## config.mk

```make
export PLATFORM = sky130hd
export DESIGN_NAME = wilder_rsi_stream
export DESIGN_NICKNAME = d
export VERILOG_FILES = /design/src/rtl/wrsi_pkg.sv /design/src/rtl/wilder_rsi_stream.sv /design/src/rtl/wrsi_fifo.sv /design/src/rtl/wrsi_front.sv /design/src/rtl/wrsi_avg_unit.sv /design/src/rtl/wrsi_back.sv
export SDC_FILE = /design/constraint.sdc
export NUM_CORES = 2
export LEC_CHECK = 0
export BUFFER_PORTS_ARGS = -buffer_cell sky130_fd_sc_hd__buf_2
export CAP_MARGIN = 20
export CORE_MARGIN = 4
export CORE_UTILIZATION = 33
export CTS_CLUSTER_DIAMETER = 150
export DETAILED_ROUTE_END_ITERATION = 8
export GPL_ROUTABILITY_DRIVEN = 0
export RECOVER_POWER = 25
export SYNTH_ARGS = -nofsm -noshare
export SYNTH_HDL_FRONTEND = slang
export SYNTH_SLANG_ARGS = --single-unit
```

## constraint.sdc

```tcl
create_clock -name clk -period 8.1 [get_ports clk]
set_input_delay 1.62 -clock clk [delete_from_list [all_inputs] [get_ports clk]]
set_output_delay 1.62 -clock clk [all_outputs]
set_load 0.01 [all_outputs]
```

## src/rtl/wrsi_pkg.sv

```systemverilog
// Shared types and constants for the streaming Wilder RSI block.
// Used by every module of the block except wrsi_fifo; depends on nothing else.
package wrsi_pkg;

  localparam int PRICE_W  = 32;
  localparam int PERIOD_W = 10;
  localparam int SEEN_W   = 11;
  localparam int RSI_W    = 14;
  localparam int SUM_W    = 42;

  localparam logic [PERIOD_W-1:0] PERIOD_RESET = 10'd14;
  localparam logic [PERIOD_W-1:0] PERIOD_MIN   = 10'd1;
  localparam logic [RSI_W-1:0]    RSI_FULL     = 14'd10000;

  typedef enum logic [1:0] {
    OP_FIRST   = 2'd0,
    OP_ACCUM   = 2'd1,
    OP_AVERAGE = 2'd2,
    OP_SMOOTH  = 2'd3
  } op_t;

  typedef struct packed {
    op_t                op;
    logic [PRICE_W-1:0] gain;
    logic [PRICE_W-1:0] loss;
  } entry_t;

  typedef struct packed {
    logic [RSI_W-1:0] value;
    logic             valid;
  } res_t;

endpackage

```

## src/rtl/wilder_rsi_stream.sv

```systemverilog
// Top level of the streaming Wilder RSI block: period register, front end,
// item queue, back end and result queue. Depends on wrsi_pkg and all wrsi_ modules.
//
// One closing price goes in per transfer on the in_ channel (in_push, in_full),
// and exactly one result per price comes out on the out_ channel (out_empty,
// out_pop) in arrival order. The front end classifies each price in the cycle
// it is taken and places it in a two-entry queue; the back end works on one
// item at a time. A warm-up item goes straight to the back end's output
// state; the item that closes warm-up and every later item pass through the
// bit-serial division by the period (one quotient bit per cycle) and the
// 14-step ratio multiply and division, later items also through the 10-step
// multiply by period-1 first; the ratio steps are skipped when the average
// loss is zero. The next item starts as soon as the back end is free.
// Reset clears all history and sets the period to 14. A write on cfg_we also
// clears the history, so warm-up starts again. If the receiver stalls, up to
// two results wait in the output queue, the back end holds its finished
// result, and in_full rises once the item queue is full; nothing is dropped.
module wilder_rsi_stream #(
  parameter int FRACTION_BITS = 16
) (
  input  logic                          clk,
  input  logic                          rst_n,
  input  logic                          cfg_we,
  input  logic [wrsi_pkg::PERIOD_W-1:0] cfg_smoothing_period,
  input  logic                          in_push,
  input  logic [wrsi_pkg::PRICE_W-1:0]  in_close_price,
  output logic                          in_full,
  output logic                          out_empty,
  input  logic                          out_pop,
  output logic [wrsi_pkg::RSI_W-1:0]    out_rsi_value,
  output logic                          out_rsi_valid
);

  logic [wrsi_pkg::PERIOD_W-1:0] period_r;
  logic [wrsi_pkg::PERIOD_W-1:0] period_eff;
  wrsi_pkg::entry_t              q_wdata, q_rdata;
  logic                          q_push, q_full, q_pop, q_empty;
  wrsi_pkg::res_t                r_wdata, r_rdata;
  logic                          r_push, r_full;

  assign period_eff = (period_r == '0) ? wrsi_pkg::PERIOD_MIN : period_r;

  always_ff @(posedge clk) begin
    if (!rst_n) begin
      period_r <= wrsi_pkg::PERIOD_RESET;
    end else if (cfg_we) begin
      period_r <= cfg_smoothing_period;
    end
  end

  wrsi_front u_front (
    .clk            (clk),
    .rst_n          (rst_n),
    .clear          (cfg_we),
    .period         (period_eff),
    .in_push        (in_push),
    .in_close_price (in_close_price),
    .in_full        (in_full),
    .q_full         (q_full),
    .q_push         (q_push),
    .q_data         (q_wdata)
  );

  wrsi_fifo #(
    .WIDTH ($bits(wrsi_pkg::entry_t)),
    .DEPTH (2)
  ) u_item_q (
    .clk   (clk),
    .rst_n (rst_n),
    .push  (q_push),
    .wdata (q_wdata),
    .full  (q_full),
    .pop   (q_pop),
    .rdata (q_rdata),
    .empty (q_empty)
  );

  wrsi_back #(.FRACTION_BITS(FRACTION_BITS)) u_back (
    .clk     (clk),
    .rst_n   (rst_n),
    .clear   (cfg_we),
    .period  (period_eff),
    .q_empty (q_empty),
    .q_pop   (q_pop),
    .q_data  (q_rdata),
    .r_full  (r_full),
    .r_push  (r_push),
    .r_data  (r_wdata)
  );

  wrsi_fifo #(
    .WIDTH ($bits(wrsi_pkg::res_t)),
    .DEPTH (2)
  ) u_result_q (
    .clk   (clk),
    .rst_n (rst_n),
    .push  (r_push),
    .wdata (r_wdata),
    .full  (r_full),
    .pop   (out_pop),
    .rdata (r_rdata),
    .empty (out_empty)
  );

  assign out_rsi_value = r_rdata.value;
  assign out_rsi_valid = r_rdata.valid;

endmodule

```

## src/rtl/wrsi_fifo.sv

```systemverilog
// Small register queue used between the front, the back and the result port.
// Generic payload width; no package dependencies.
module wrsi_fifo #(
  parameter int WIDTH = 1,
  parameter int DEPTH = 2
) (
  input  logic             clk,
  input  logic             rst_n,
  input  logic             push,
  input  logic [WIDTH-1:0] wdata,
  output logic             full,
  input  logic             pop,
  output logic [WIDTH-1:0] rdata,
  output logic             empty
);

  localparam int PTR_W = (DEPTH > 1) ? $clog2(DEPTH) : 1;
  localparam int CNT_W = $clog2(DEPTH + 1);

  logic [WIDTH-1:0] mem_r [DEPTH];
  logic [PTR_W-1:0] wr_ptr_r, wr_ptr_nxt;
  logic [PTR_W-1:0] rd_ptr_r, rd_ptr_nxt;
  logic [CNT_W-1:0] count_r, count_nxt;
  logic             do_push, do_pop;

  assign full    = (count_r == CNT_W'(DEPTH));
  assign empty   = (count_r == '0);
  assign do_push = push & ~full;
  assign do_pop  = pop & ~empty;
  assign rdata   = mem_r[rd_ptr_r];

  always_comb begin
    wr_ptr_nxt = wr_ptr_r;
    rd_ptr_nxt = rd_ptr_r;
    count_nxt  = count_r;
    if (do_push) begin
      wr_ptr_nxt = (wr_ptr_r == PTR_W'(DEPTH - 1)) ? '0 : wr_ptr_r + 1'b1;
    end
    if (do_pop) begin
      rd_ptr_nxt = (rd_ptr_r == PTR_W'(DEPTH - 1)) ? '0 : rd_ptr_r + 1'b1;
    end
    if (do_push && !do_pop) begin
      count_nxt = count_r + 1'b1;
    end else if (do_pop && !do_push) begin
      count_nxt = count_r - 1'b1;
    end
  end

  always_ff @(posedge clk) begin
    if (!rst_n) begin
      wr_ptr_r <= '0;
      rd_ptr_r <= '0;
      count_r  <= '0;
    end else begin
      wr_ptr_r <= wr_ptr_nxt;
      rd_ptr_r <= rd_ptr_nxt;
      count_r  <= count_nxt;
    end
  end

  always_ff @(posedge clk) begin
    if (do_push) begin
      mem_r[wr_ptr_r] <= wdata;
    end
  end

endmodule

```

## src/rtl/wrsi_front.sv

```systemverilog
// Front end: takes closing prices, forms the gain and loss of each change
// and tags the item with its warm-up phase. Depends on wrsi_pkg.
module wrsi_front (
  input  logic                              clk,
  input  logic                              rst_n,
  input  logic                              clear,
  input  logic [wrsi_pkg::PERIOD_W-1:0]     period,
  input  logic                              in_push,
  input  logic [wrsi_pkg::PRICE_W-1:0]      in_close_price,
  output logic                              in_full,
  input  logic                              q_full,
  output logic                              q_push,
  output wrsi_pkg::entry_t                  q_data
);

  logic [wrsi_pkg::PRICE_W-1:0] prev_r, prev_nxt;
  logic [wrsi_pkg::SEEN_W-1:0]  seen_r, seen_nxt;
  logic [wrsi_pkg::SEEN_W-1:0]  period_ext;
  logic                         accept;

  assign in_full    = q_full;
  assign accept     = in_push & ~q_full;
  assign q_push     = accept;
  assign period_ext = {1'b0, period};

  always_comb begin
    q_data.gain = '0;
    q_data.loss = '0;
    if (in_close_price > prev_r) begin
      q_data.gain = in_close_price - prev_r;
    end else begin
      q_data.loss = prev_r - in_close_price;
    end

    seen_nxt = seen_r;
    priority if (seen_r == '0) begin
      q_data.op = wrsi_pkg::OP_FIRST;
      seen_nxt  = wrsi_pkg::SEEN_W'(1);
    end else if (seen_r < period_ext) begin
      q_data.op = wrsi_pkg::OP_ACCUM;
      seen_nxt  = seen_r + 1'b1;
    end else if (seen_r == period_ext) begin
      q_data.op = wrsi_pkg::OP_AVERAGE;
      seen_nxt  = period_ext + 1'b1;
    end else begin
      q_data.op = wrsi_pkg::OP_SMOOTH;
    end

    prev_nxt = prev_r;
    if (!accept) begin
      seen_nxt = seen_r;
    end else begin
      prev_nxt = in_close_price;
    end
  end

  always_ff @(posedge clk) begin
    if (!rst_n || clear) begin
      prev_r <= '0;
      seen_r <= '0;
    end else begin
      prev_r <= prev_nxt;
      seen_r <= seen_nxt;
    end
  end

endmodule

```

## src/rtl/wrsi_avg_unit.sv

```systemverilog
// Serial average update: a shift-add multiply by period-1 (smoothing only),
// then a restoring division by the period, one bit per cycle. Depends on wrsi_pkg.
module wrsi_avg_unit #(
  parameter int FRACTION_BITS = 16
) (
  input  logic                                                      clk,
  input  logic                                                      rst_n,
  input  logic                                                      start,
  input  logic                                                      smooth,
  input  logic [((wrsi_pkg::PRICE_W + FRACTION_BITS > wrsi_pkg::SUM_W) ?
                 (wrsi_pkg::PRICE_W + FRACTION_BITS) : wrsi_pkg::SUM_W)-1:0] src,
  input  logic [wrsi_pkg::PRICE_W-1:0]                              x,
  input  logic [wrsi_pkg::PERIOD_W-1:0]                             period,
  output logic                                                      done,
  output logic [wrsi_pkg::PRICE_W+FRACTION_BITS-1:0]                avg
);

  localparam int AVG_W = wrsi_pkg::PRICE_W + FRACTION_BITS;
  localparam int NUM_W = AVG_W + wrsi_pkg::PERIOD_W + 1;
  localparam int CNT_W = $clog2(AVG_W + 1);
  localparam int PW    = wrsi_pkg::PERIOD_W;

  typedef enum logic [3:0] {
    L_IDLE = 4'b0001,
    L_MUL  = 4'b0010,
    L_ADD  = 4'b0100,
    L_DIV  = 4'b1000
  } lane_state_t;

  lane_state_t      state_r, state_nxt;
  logic [NUM_W-1:0] num_r, num_nxt;
  logic [PW-1:0]    mul_r, mul_nxt;
  logic [PW-1:0]    rem_r, rem_nxt;
  logic [AVG_W-1:0] quo_r, quo_nxt;
  logic [CNT_W-1:0] cnt_r, cnt_nxt;
  logic             done_r, done_nxt;
  logic [NUM_W-1:0] num_step, num_add;
  logic [PW:0]      trial;
  logic             ge;

  assign done = done_r;
  assign avg  = quo_r;

  always_comb begin
    state_nxt = state_r;
    num_nxt   = num_r;
    mul_nxt   = mul_r;
    rem_nxt   = rem_r;
    quo_nxt   = quo_r;
    cnt_nxt   = cnt_r;
    done_nxt  = 1'b0;

    num_step = (num_r << 1) + (mul_r[PW-1] ? NUM_W'(src[AVG_W-1:0]) : '0);
    num_add  = num_r + (NUM_W'(x) << FRACTION_BITS);
    trial    = {rem_r, quo_r[AVG_W-1]};
    ge       = (trial >= {1'b0, period});

    unique case (state_r)
      L_IDLE: begin
        if (start) begin
          cnt_nxt = CNT_W'(PW - 1);
          mul_nxt = period - 1'b1;
          if (smooth) begin
            num_nxt   = '0;
            state_nxt = L_MUL;
          end else begin
            num_nxt   = NUM_W'(src) << FRACTION_BITS;
            state_nxt = L_ADD;
          end
        end
      end
      L_MUL: begin
        num_nxt = num_step;
        mul_nxt = mul_r << 1;
        cnt_nxt = cnt_r - 1'b1;
        if (cnt_r == '0) begin
          state_nxt = L_ADD;
        end
      end
      L_ADD: begin
        rem_nxt   = num_add[AVG_W +: PW];
        quo_nxt   = num_add[AVG_W-1:0];
        cnt_nxt   = CNT_W'(AVG_W - 1);
        state_nxt = L_DIV;
      end
      L_DIV: begin
        rem_nxt = ge ? PW'(trial - {1'b0, period}) : trial[PW-1:0];
        quo_nxt = {quo_r[AVG_W-2:0], ge};
        cnt_nxt = cnt_r - 1'b1;
        if (cnt_r == '0) begin
          done_nxt  = 1'b1;
          state_nxt = L_IDLE;
        end
      end
      default: begin
        state_nxt = L_IDLE;
      end
    endcase
  end

  always_ff @(posedge clk) begin
    if (!rst_n) begin
      state_r <= L_IDLE;
      done_r  <= 1'b0;
    end else begin
      state_r <= state_nxt;
      done_r  <= done_nxt;
    end
  end

  always_ff @(posedge clk) begin
    num_r <= num_nxt;
    mul_r <= mul_nxt;
    rem_r <= rem_nxt;
    quo_r <= quo_nxt;
    cnt_r <= cnt_nxt;
  end

endmodule

```

## src/rtl/wrsi_back.sv

```systemverilog
// Back end: keeps the gain and loss averages, updates them through two
// serial average units and forms the RSI ratio. Depends on wrsi_pkg, wrsi_avg_unit.
module wrsi_back #(
  parameter int FRACTION_BITS = 16
) (
  input  logic                          clk,
  input  logic                          rst_n,
  input  logic                          clear,
  input  logic [wrsi_pkg::PERIOD_W-1:0] period,
  input  logic                          q_empty,
  output logic                          q_pop,
  input  wrsi_pkg::entry_t              q_data,
  input  logic                          r_full,
  output logic                          r_push,
  output wrsi_pkg::res_t                r_data
);

  localparam int AVG_W  = wrsi_pkg::PRICE_W + FRACTION_BITS;
  localparam int ST_W   = (AVG_W > wrsi_pkg::SUM_W) ? AVG_W : wrsi_pkg::SUM_W;
  localparam int RSI_W  = wrsi_pkg::RSI_W;
  localparam int ACC_W  = RSI_W + AVG_W;
  localparam int RCNT_W = $clog2(RSI_W);

  typedef enum logic [4:0] {
    S_IDLE = 5'b00001,
    S_LANE = 5'b00010,
    S_MULK = 5'b00100,
    S_RDIV = 5'b01000,
    S_OUT  = 5'b10000
  } back_state_t;

  back_state_t       state_r, state_nxt;
  wrsi_pkg::entry_t  ent_r, ent_nxt;
  logic [ST_W-1:0]   gain_r, gain_nxt;
  logic [ST_W-1:0]   loss_r, loss_nxt;
  logic [ACC_W-1:0]  acc_r, acc_nxt, acc_step;
  logic [RSI_W-1:0]  k_r, k_nxt;
  logic [RCNT_W-1:0] cnt_r, cnt_nxt;
  logic [AVG_W:0]    sum_r, sum_nxt;
  logic [AVG_W:0]    rem_r, rem_nxt;
  logic [RSI_W-1:0]  quo_r, quo_nxt;
  wrsi_pkg::res_t    res_r, res_nxt;
  logic [AVG_W+1:0]  trial;
  logic              ge;
  logic              lane_start, lane_smooth;
  logic              g_done, l_done;
  logic [AVG_W-1:0]  g_avg, l_avg;

  wrsi_avg_unit #(.FRACTION_BITS(FRACTION_BITS)) u_gain (
    .clk    (clk),
    .rst_n  (rst_n),
    .start  (lane_start),
    .smooth (lane_smooth),
    .src    (gain_r),
    .x      (ent_r.gain),
    .period (period),
    .done   (g_done),
    .avg    (g_avg)
  );

  wrsi_avg_unit #(.FRACTION_BITS(FRACTION_BITS)) u_loss (
    .clk    (clk),
    .rst_n  (rst_n),
    .start  (lane_start),
    .smooth (lane_smooth),
    .src    (loss_r),
    .x      (ent_r.loss),
    .period (period),
    .done   (l_done),
    .avg    (l_avg)
  );

  assign r_data      = res_r;
  assign lane_smooth = (q_data.op == wrsi_pkg::OP_SMOOTH);

  always_comb begin
    state_nxt  = state_r;
    ent_nxt    = ent_r;
    gain_nxt   = gain_r;
    loss_nxt   = loss_r;
    acc_nxt    = acc_r;
    k_nxt      = k_r;
    cnt_nxt    = cnt_r;
    sum_nxt    = sum_r;
    rem_nxt    = rem_r;
    quo_nxt    = quo_r;
    res_nxt    = res_r;
    q_pop      = 1'b0;
    r_push     = 1'b0;
    lane_start = 1'b0;

    acc_step = (acc_r << 1) + (k_r[RSI_W-1] ? ACC_W'(gain_r[AVG_W-1:0]) : '0);
    trial    = {rem_r, quo_r[RSI_W-1]};
    ge       = (trial >= {1'b0, sum_r});

    unique case (state_r)
      S_IDLE: begin
        if (!q_empty) begin
          q_pop   = 1'b1;
          ent_nxt = q_data;
          unique case (q_data.op)
            wrsi_pkg::OP_FIRST: begin
              res_nxt   = '{value: '0, valid: 1'b0};
              state_nxt = S_OUT;
            end
            wrsi_pkg::OP_ACCUM: begin
              gain_nxt  = gain_r + ST_W'(q_data.gain);
              loss_nxt  = loss_r + ST_W'(q_data.loss);
              res_nxt   = '{value: '0, valid: 1'b0};
              state_nxt = S_OUT;
            end
            wrsi_pkg::OP_AVERAGE, wrsi_pkg::OP_SMOOTH: begin
              lane_start = 1'b1;
              state_nxt  = S_LANE;
            end
            default: begin
              state_nxt = S_IDLE;
            end
          endcase
        end
      end
      S_LANE: begin
        if (g_done && l_done) begin
          gain_nxt = ST_W'(g_avg);
          loss_nxt = ST_W'(l_avg);
          if (l_avg == '0) begin
            res_nxt   = '{value: wrsi_pkg::RSI_FULL, valid: 1'b1};
            state_nxt = S_OUT;
          end else begin
            sum_nxt   = {1'b0, g_avg} + {1'b0, l_avg};
            acc_nxt   = '0;
            k_nxt     = wrsi_pkg::RSI_FULL;
            cnt_nxt   = RCNT_W'(RSI_W - 1);
            state_nxt = S_MULK;
          end
        end
      end
      S_MULK: begin
        acc_nxt = acc_step;
        k_nxt   = k_r << 1;
        cnt_nxt = cnt_r - 1'b1;
        if (cnt_r == '0) begin
          rem_nxt   = {1'b0, acc_step[ACC_W-1:RSI_W]};
          quo_nxt   = acc_step[RSI_W-1:0];
          cnt_nxt   = RCNT_W'(RSI_W - 1);
          state_nxt = S_RDIV;
        end
      end
      S_RDIV: begin
        rem_nxt = ge ? (AVG_W + 1)'(trial - {1'b0, sum_r}) : trial[AVG_W:0];
        quo_nxt = {quo_r[RSI_W-2:0], ge};
        cnt_nxt = cnt_r - 1'b1;
        if (cnt_r == '0) begin
          res_nxt   = '{value: quo_nxt, valid: 1'b1};
          state_nxt = S_OUT;
        end
      end
      S_OUT: begin
        if (!r_full) begin
          r_push    = 1'b1;
          state_nxt = S_IDLE;
        end
      end
      default: begin
        state_nxt = S_IDLE;
      end
    endcase
  end

  always_ff @(posedge clk) begin
    if (!rst_n || clear) begin
      state_r <= S_IDLE;
      gain_r  <= '0;
      loss_r  <= '0;
    end else begin
      state_r <= state_nxt;
      gain_r  <= gain_nxt;
      loss_r  <= loss_nxt;
    end
  end

  always_ff @(posedge clk) begin
    ent_r <= ent_nxt;
    acc_r <= acc_nxt;
    k_r   <= k_nxt;
    cnt_r <= cnt_nxt;
    sum_r <= sum_nxt;
    rem_r <= rem_nxt;
    quo_r <= quo_nxt;
    res_r <= res_nxt;
  end

endmodule
```

==> impl_metrics.xml <==
<?xml version="1.0" encoding="UTF-8"?>
<metrics>
  <group name="cts">
    <metric name="ctsHoldBuffers" unit="">0</metric>
    <metric name="cts_sinks" unit="">866</metric>
    <metric name="cts.repair_timing.setup_buffer_count" unit="">0</metric>
    <metric name="clockRootBuffer" unit="">clkbuf_16</metric>
    <metric name="num_cts_buffers" unit="">94</metric>
    <metric name="cts_tree" unit="">done</metric>
    <metric name="clock_transition_at_the_register_clock_pins_on_the_worst_setup_and_hold_paths_after_cts" unit="ps">60</metric>
    <metric name="cts.path.max_buffers" unit="">3</metric>
    <metric name="clock_latency" unit="ps">730</metric>
    <metric name="post_cts_resized" unit="">0</metric>
    <metric name="cts.htree.levels" unit="">3</metric>
  </group>
  <group name="worst_setup_path">
    <metric name="setup.worst_path.class" unit="">flip-flop to flip-flop</metric>
    <metric name="regToRegSetupSlack" unit="ps">2330</metric>
    <metric name="reg2reg_depth" unit="">12</metric>
    <metric name="cp-end-kind" unit="">flip-flop</metric>
    <metric name="required_time_at_the_worst_slack_endpoint" unit="ps">8720</metric>
    <metric name="r2r-end" unit="">u_back.loss_r[33]</metric>
    <metric name="cp_max_fo" unit="">37</metric>
    <metric name="worst_setup_path_start_kind" unit="">flip-flop</metric>
    <metric name="timing.critical_path.arrival" unit="ps">6380</metric>
  </group>
  <group name="power">
    <metric name="clock_group_share_of_total_power" unit="%">26.8</metric>
    <metric name="combPwrFrac" unit="%">35.6</metric>
    <metric name="power.static_leakage" unit="uW">0.02620</metric>
    <metric name="seq_power_share" unit="%">37.7</metric>
    <metric name="cell_pwr_density" unit="nW/um^2">251.3</metric>
    <metric name="intPower" unit="uW">10600</metric>
    <metric name="ir_drop" unit="mV">0.1994</metric>
    <metric name="p_sw_share" unit="%">37.57</metric>
    <metric name="net-switching-power" unit="uW">6376</metric>
  </group>
  <group name="synth">
    <metric name="synth.cell_area" unit="um^2">61860</metric>
    <metric name="area_fraction_of_the_dominant_cell_type_after_synthesis" unit="%">33.59</metric>
    <metric name="synth-xor-area-share" unit="%">6.201</metric>
    <metric name="yosys_warning_count" unit="">0</metric>
    <metric name="total_nets_after_synthesis" unit="">7390</metric>
    <metric name="synth-compound-area-share" unit="%">21.88</metric>
    <metric name="synth-adder-area-share" unit="%">9.906</metric>
    <metric name="synth_cell_type_count" unit="">101</metric>
    <metric name="synthCells" unit="">6861</metric>
    <metric name="largest_family_of_logic_cells_by_synthesized_area" unit="">compound AO/OA/AOI/OAI gates</metric>
    <metric name="ys_seq_area_share" unit="%">39.22</metric>
    <metric name="yosys-top-cells-area" unit="">edfxtp_1 34%, ha_1 9.5%, dfxtp_1 5.6%</metric>
    <metric name="synth-edff-count" unit="">692</metric>
    <metric name="fraction_of_synthesis_flops_using_an_asynchronous_set_or_reset_pin" unit="%">0</metric>
    <metric name="synth.ff_latch_count" unit="">866</metric>
    <metric name="post-synth-top-area-cell" unit="">edfxtp_1</metric>
    <metric name="syn_area_per_cell" unit="um^2">9.017</metric>
    <metric name="yosys.area_share.simple" unit="%">16.74</metric>
    <metric name="synth-main-ff-cell" unit="">edfxtp_1</metric>
    <metric name="yosys-mux-area-fraction" unit="%">2.087</metric>
  </group>
  <group name="detailed_routing">
    <metric name="wl_per_cell" unit="um">21.45</metric>
    <metric name="dr.pass1.iters" unit="">7</metric>
    <metric name="wirelength" unit="mm">199.4</metric>
    <metric name="remaining_design_rule_violation_count" unit="">0</metric>
    <metric name="routed-via-count" unit="">53352</metric>
    <metric name="vias_per_cell" unit="">5.739</metric>
    <metric name="antenna_violating_nets_post_route" unit="">0</metric>
    <metric name="drt-initial-drc-count" unit="">5891</metric>
  </group>
  <group name="floorplan">
    <metric name="overall_die_width" unit="um">441.0</metric>
    <metric name="site_rows" unit="">158</metric>
    <metric name="floorplan.initialDensity" unit="%">33.29</metric>
    <metric name="design.die.area" unit="um^2">194500</metric>
    <metric name="io-pin-count" unit="">64</metric>
    <metric name="floorplan.die.height" unit="um">441.0</metric>
    <metric name="floorplan.core_area" unit="um^2">185800</metric>
  </group>
  <group name="grt">
    <metric name="antenna_found_initial" unit="">11</metric>
    <metric name="grt_util_all_layers" unit="%">19.82</metric>
    <metric name="grt_remaining_overflow" unit="">0</metric>
    <metric name="via_count_of_the_first_global_routing_pass" unit="">50034</metric>
    <metric name="grt_pass1_wl" unit="mm">300.4</metric>
    <metric name="grt_start_max_net_pins" unit="">86</metric>
  </group>
  <group name="place">
    <metric name="placement.setup.worst_slack" unit="ps">2675</metric>
    <metric name="place.detailed.hpwl" unit="mm">149.3</metric>
    <metric name="placement.cell_area" unit="um^2">64430</metric>
    <metric name="io_buffers" unit="">63</metric>
  </group>
  <group name="outcome">
    <metric name="violations_in_the_final_reports" unit="">capacitance limit, slew limit</metric>
    <metric name="run_status" unit="">finished, violations left</metric>
  </group>
  <group name="sta">
    <metric name="final_max_slew_violation_count" unit="">649</metric>
    <metric name="timing.final.crit_share" unit="%">71.19</metric>
    <metric name="max-slew-margin-rel" unit="%">-182.9</metric>
    <metric name="final_critical_path_setup_slack" unit="ps">2334</metric>
    <metric name="fin_worst_skew" unit="ps">40.51</metric>
    <metric name="clock.fmax" unit="MHz">173.4</metric>
    <metric name="grt_setup_unrepaired" unit="">false</metric>
    <metric name="layout_min_cycle_time" unit="ps">5766</metric>
    <metric name="hold_slack" unit="ps">446.2</metric>
    <metric name="tns" unit="ps">0</metric>
    <metric name="tightest_slew" unit="ps">4243</metric>
    <metric name="report.final.setup_viol" unit="">0</metric>
    <metric name="finalHoldViolations" unit="">0</metric>
  </group>
  <group name="cells_and_area">
    <metric name="area_growth_synth_to_finish" unit="%">9.148</metric>
    <metric name="nFillCells" unit="">18905</metric>
    <metric name="layout_common_cells" unit="">702 x nand2_1, 692 x edfxtp_1, 686 x a21oi_1</metric>
    <metric name="post-route-util" unit="%">36.34</metric>
    <metric name="final_net_count" unit="">7261</metric>
    <metric name="most_common_library_cell_in_the_layout_ignoring_fill_and_taps" unit="">nand2_1</metric>
    <metric name="final_area" unit="um^2">67520</metric>
    <metric name="drive_gt1_share" unit="%">5.155</metric>
  </group>
  <group name="worst_hold_path">
    <metric name="hp_start" unit="">u_back.r_data[3]</metric>
    <metric name="hold-path-cell-count" unit="">0</metric>
    <metric name="min_to" unit="">u_result_q.mem_r[0][3]</metric>
    <metric name="hp_class" unit="">flip-flop to flip-flop</metric>
  </group>
  <group name="flow_run">
    <metric name="cap_viol_max_count" unit="">13</metric>
  </group>
</metrics>
-- sequential cells by signal, indices dropped and copies added (netlist names), 15 cells and up, named ones only --
register             flops
u_back.rem_r            49
u_back.gain_r           48
u_back.ent_r            64
u_back.u_gain.num_r     58
u_back.loss_r           48
u_back.sum_r            49
u_back.u_loss.num_r     58
u_back.u_gain.avg       48
u_back.u_loss.avg       48
u_back.acc_r            61
u_item_q.mem_r         132
u_result_q.mem_r        30
u_back.r_data           15
u_front.prev_r          32
-- kinds of logic after synthesis --
logic type | after synthesis
compound gates | 2145
xor+xnor | 438
fa+ha+maj | 482
buf+inv | 623
flops | 866
mux | 119
simple gates | 2188
-- cell usage after synthesis (92+ instances only) --
| cell type | number |
|---|---|
| ha_1 | 469 |
| nand2_1 | 705 |
| xnor2_1 | 261 |
| inv_1 | 285 |
| and2_1 | 206 |
| nor2_1 | 549 |
| edfxtp_1 | 692 |
| nand4_1 | 106 |
| clkbuf_1 | 291 |
| xor2_1 | 177 |
| a21oi_1 | 687 |
| o21bai_1 | 101 |
| dfxtp_1 | 174 |
| nor3_1 | 110 |
| nand3_1 | 160 |
| o21ai_0 | 467 |
| a211oi_1 | 92 |
| a21o_1 | 251 |
-- worst max path at each step --
stage | from | endpoint | depth (start not counted)
2_1_floorplan | u_back.state_r[0] | u_back.quo_r[0] | 6
3_3_place_gp | in_close_price[0] | u_item_q.mem_r[0][3] | 16
3_5_place_dp | in_close_price[0] | u_item_q.mem_r[0][3] | 16
4_1_cts | period_r[1] | u_front.seen_r[6] | 15
5_1_grt | flip-flop | u_back.loss_r[33] | 12
6_report | flip-flop | u_back.loss_r[33] | 12
-- power groups by stage --
stage	clock network (uW)	logic (uW)	registers (uW)
finish	4540	6040	6390
global route	4800	6590	6430
CTS	4630	5950	6360
detailed placement	0	5910	6450
global placement	0	5820	6440
floorplan	0	4420	6130
-- layout make-up --
| type | count | area [um^2] | share of cell area (%) |
|---|---|---|---|
| diodes | 7 | 17.52 | 0.02594 |
| clock buffers | 119 | 2571 | 3.808 |
| clock inverters | 54 | 590.6 | 0.8746 |
| inverters | 286 | 1074 | 1.590 |
| multi-input cells | 5372 | 35280 | 52.24 |
| flip-flops and latches | 866 | 24260 | 35.93 |
| well taps | 2480 | 3103 | 4.595 |
| repair buffers | 112 | 629.4 | 0.9321 |
-- metrics by stage --
stage                     power, uW  instances
after floorplan               10550       6861
after detailed placement      12360       9116
after global routing          17820       9289
after global placement        12270       9116
after CTS                     16940       9289
final                         16970       9296
-- worst max-delay path, cell delays in order, from the launching register on --
cell     delay, ps
dfxtp_1       1510
buf_4          580
mux2_1         410
ha_1           390
o21a_1         140
o21ai_0         90
o21ai_1        410
nand2_1        230
o41ai_1        830
a21oi_1        170
o31a_1         320
or4_1          410
a41oi_1        170
-- layer usage --
layer  global-route usage (%)  vias to the layer above  part of all wire (%)
li1                         -                    24864                     -
met1                    28.33                    25563                    44
met2                    30.46                     2487                    43
met3                    3.034                      434                   9.4
met4                    6.706                        4                   3.7
met5                        0                        -                 0.013
Note: power is estimated with default switching activity, not from simulation.
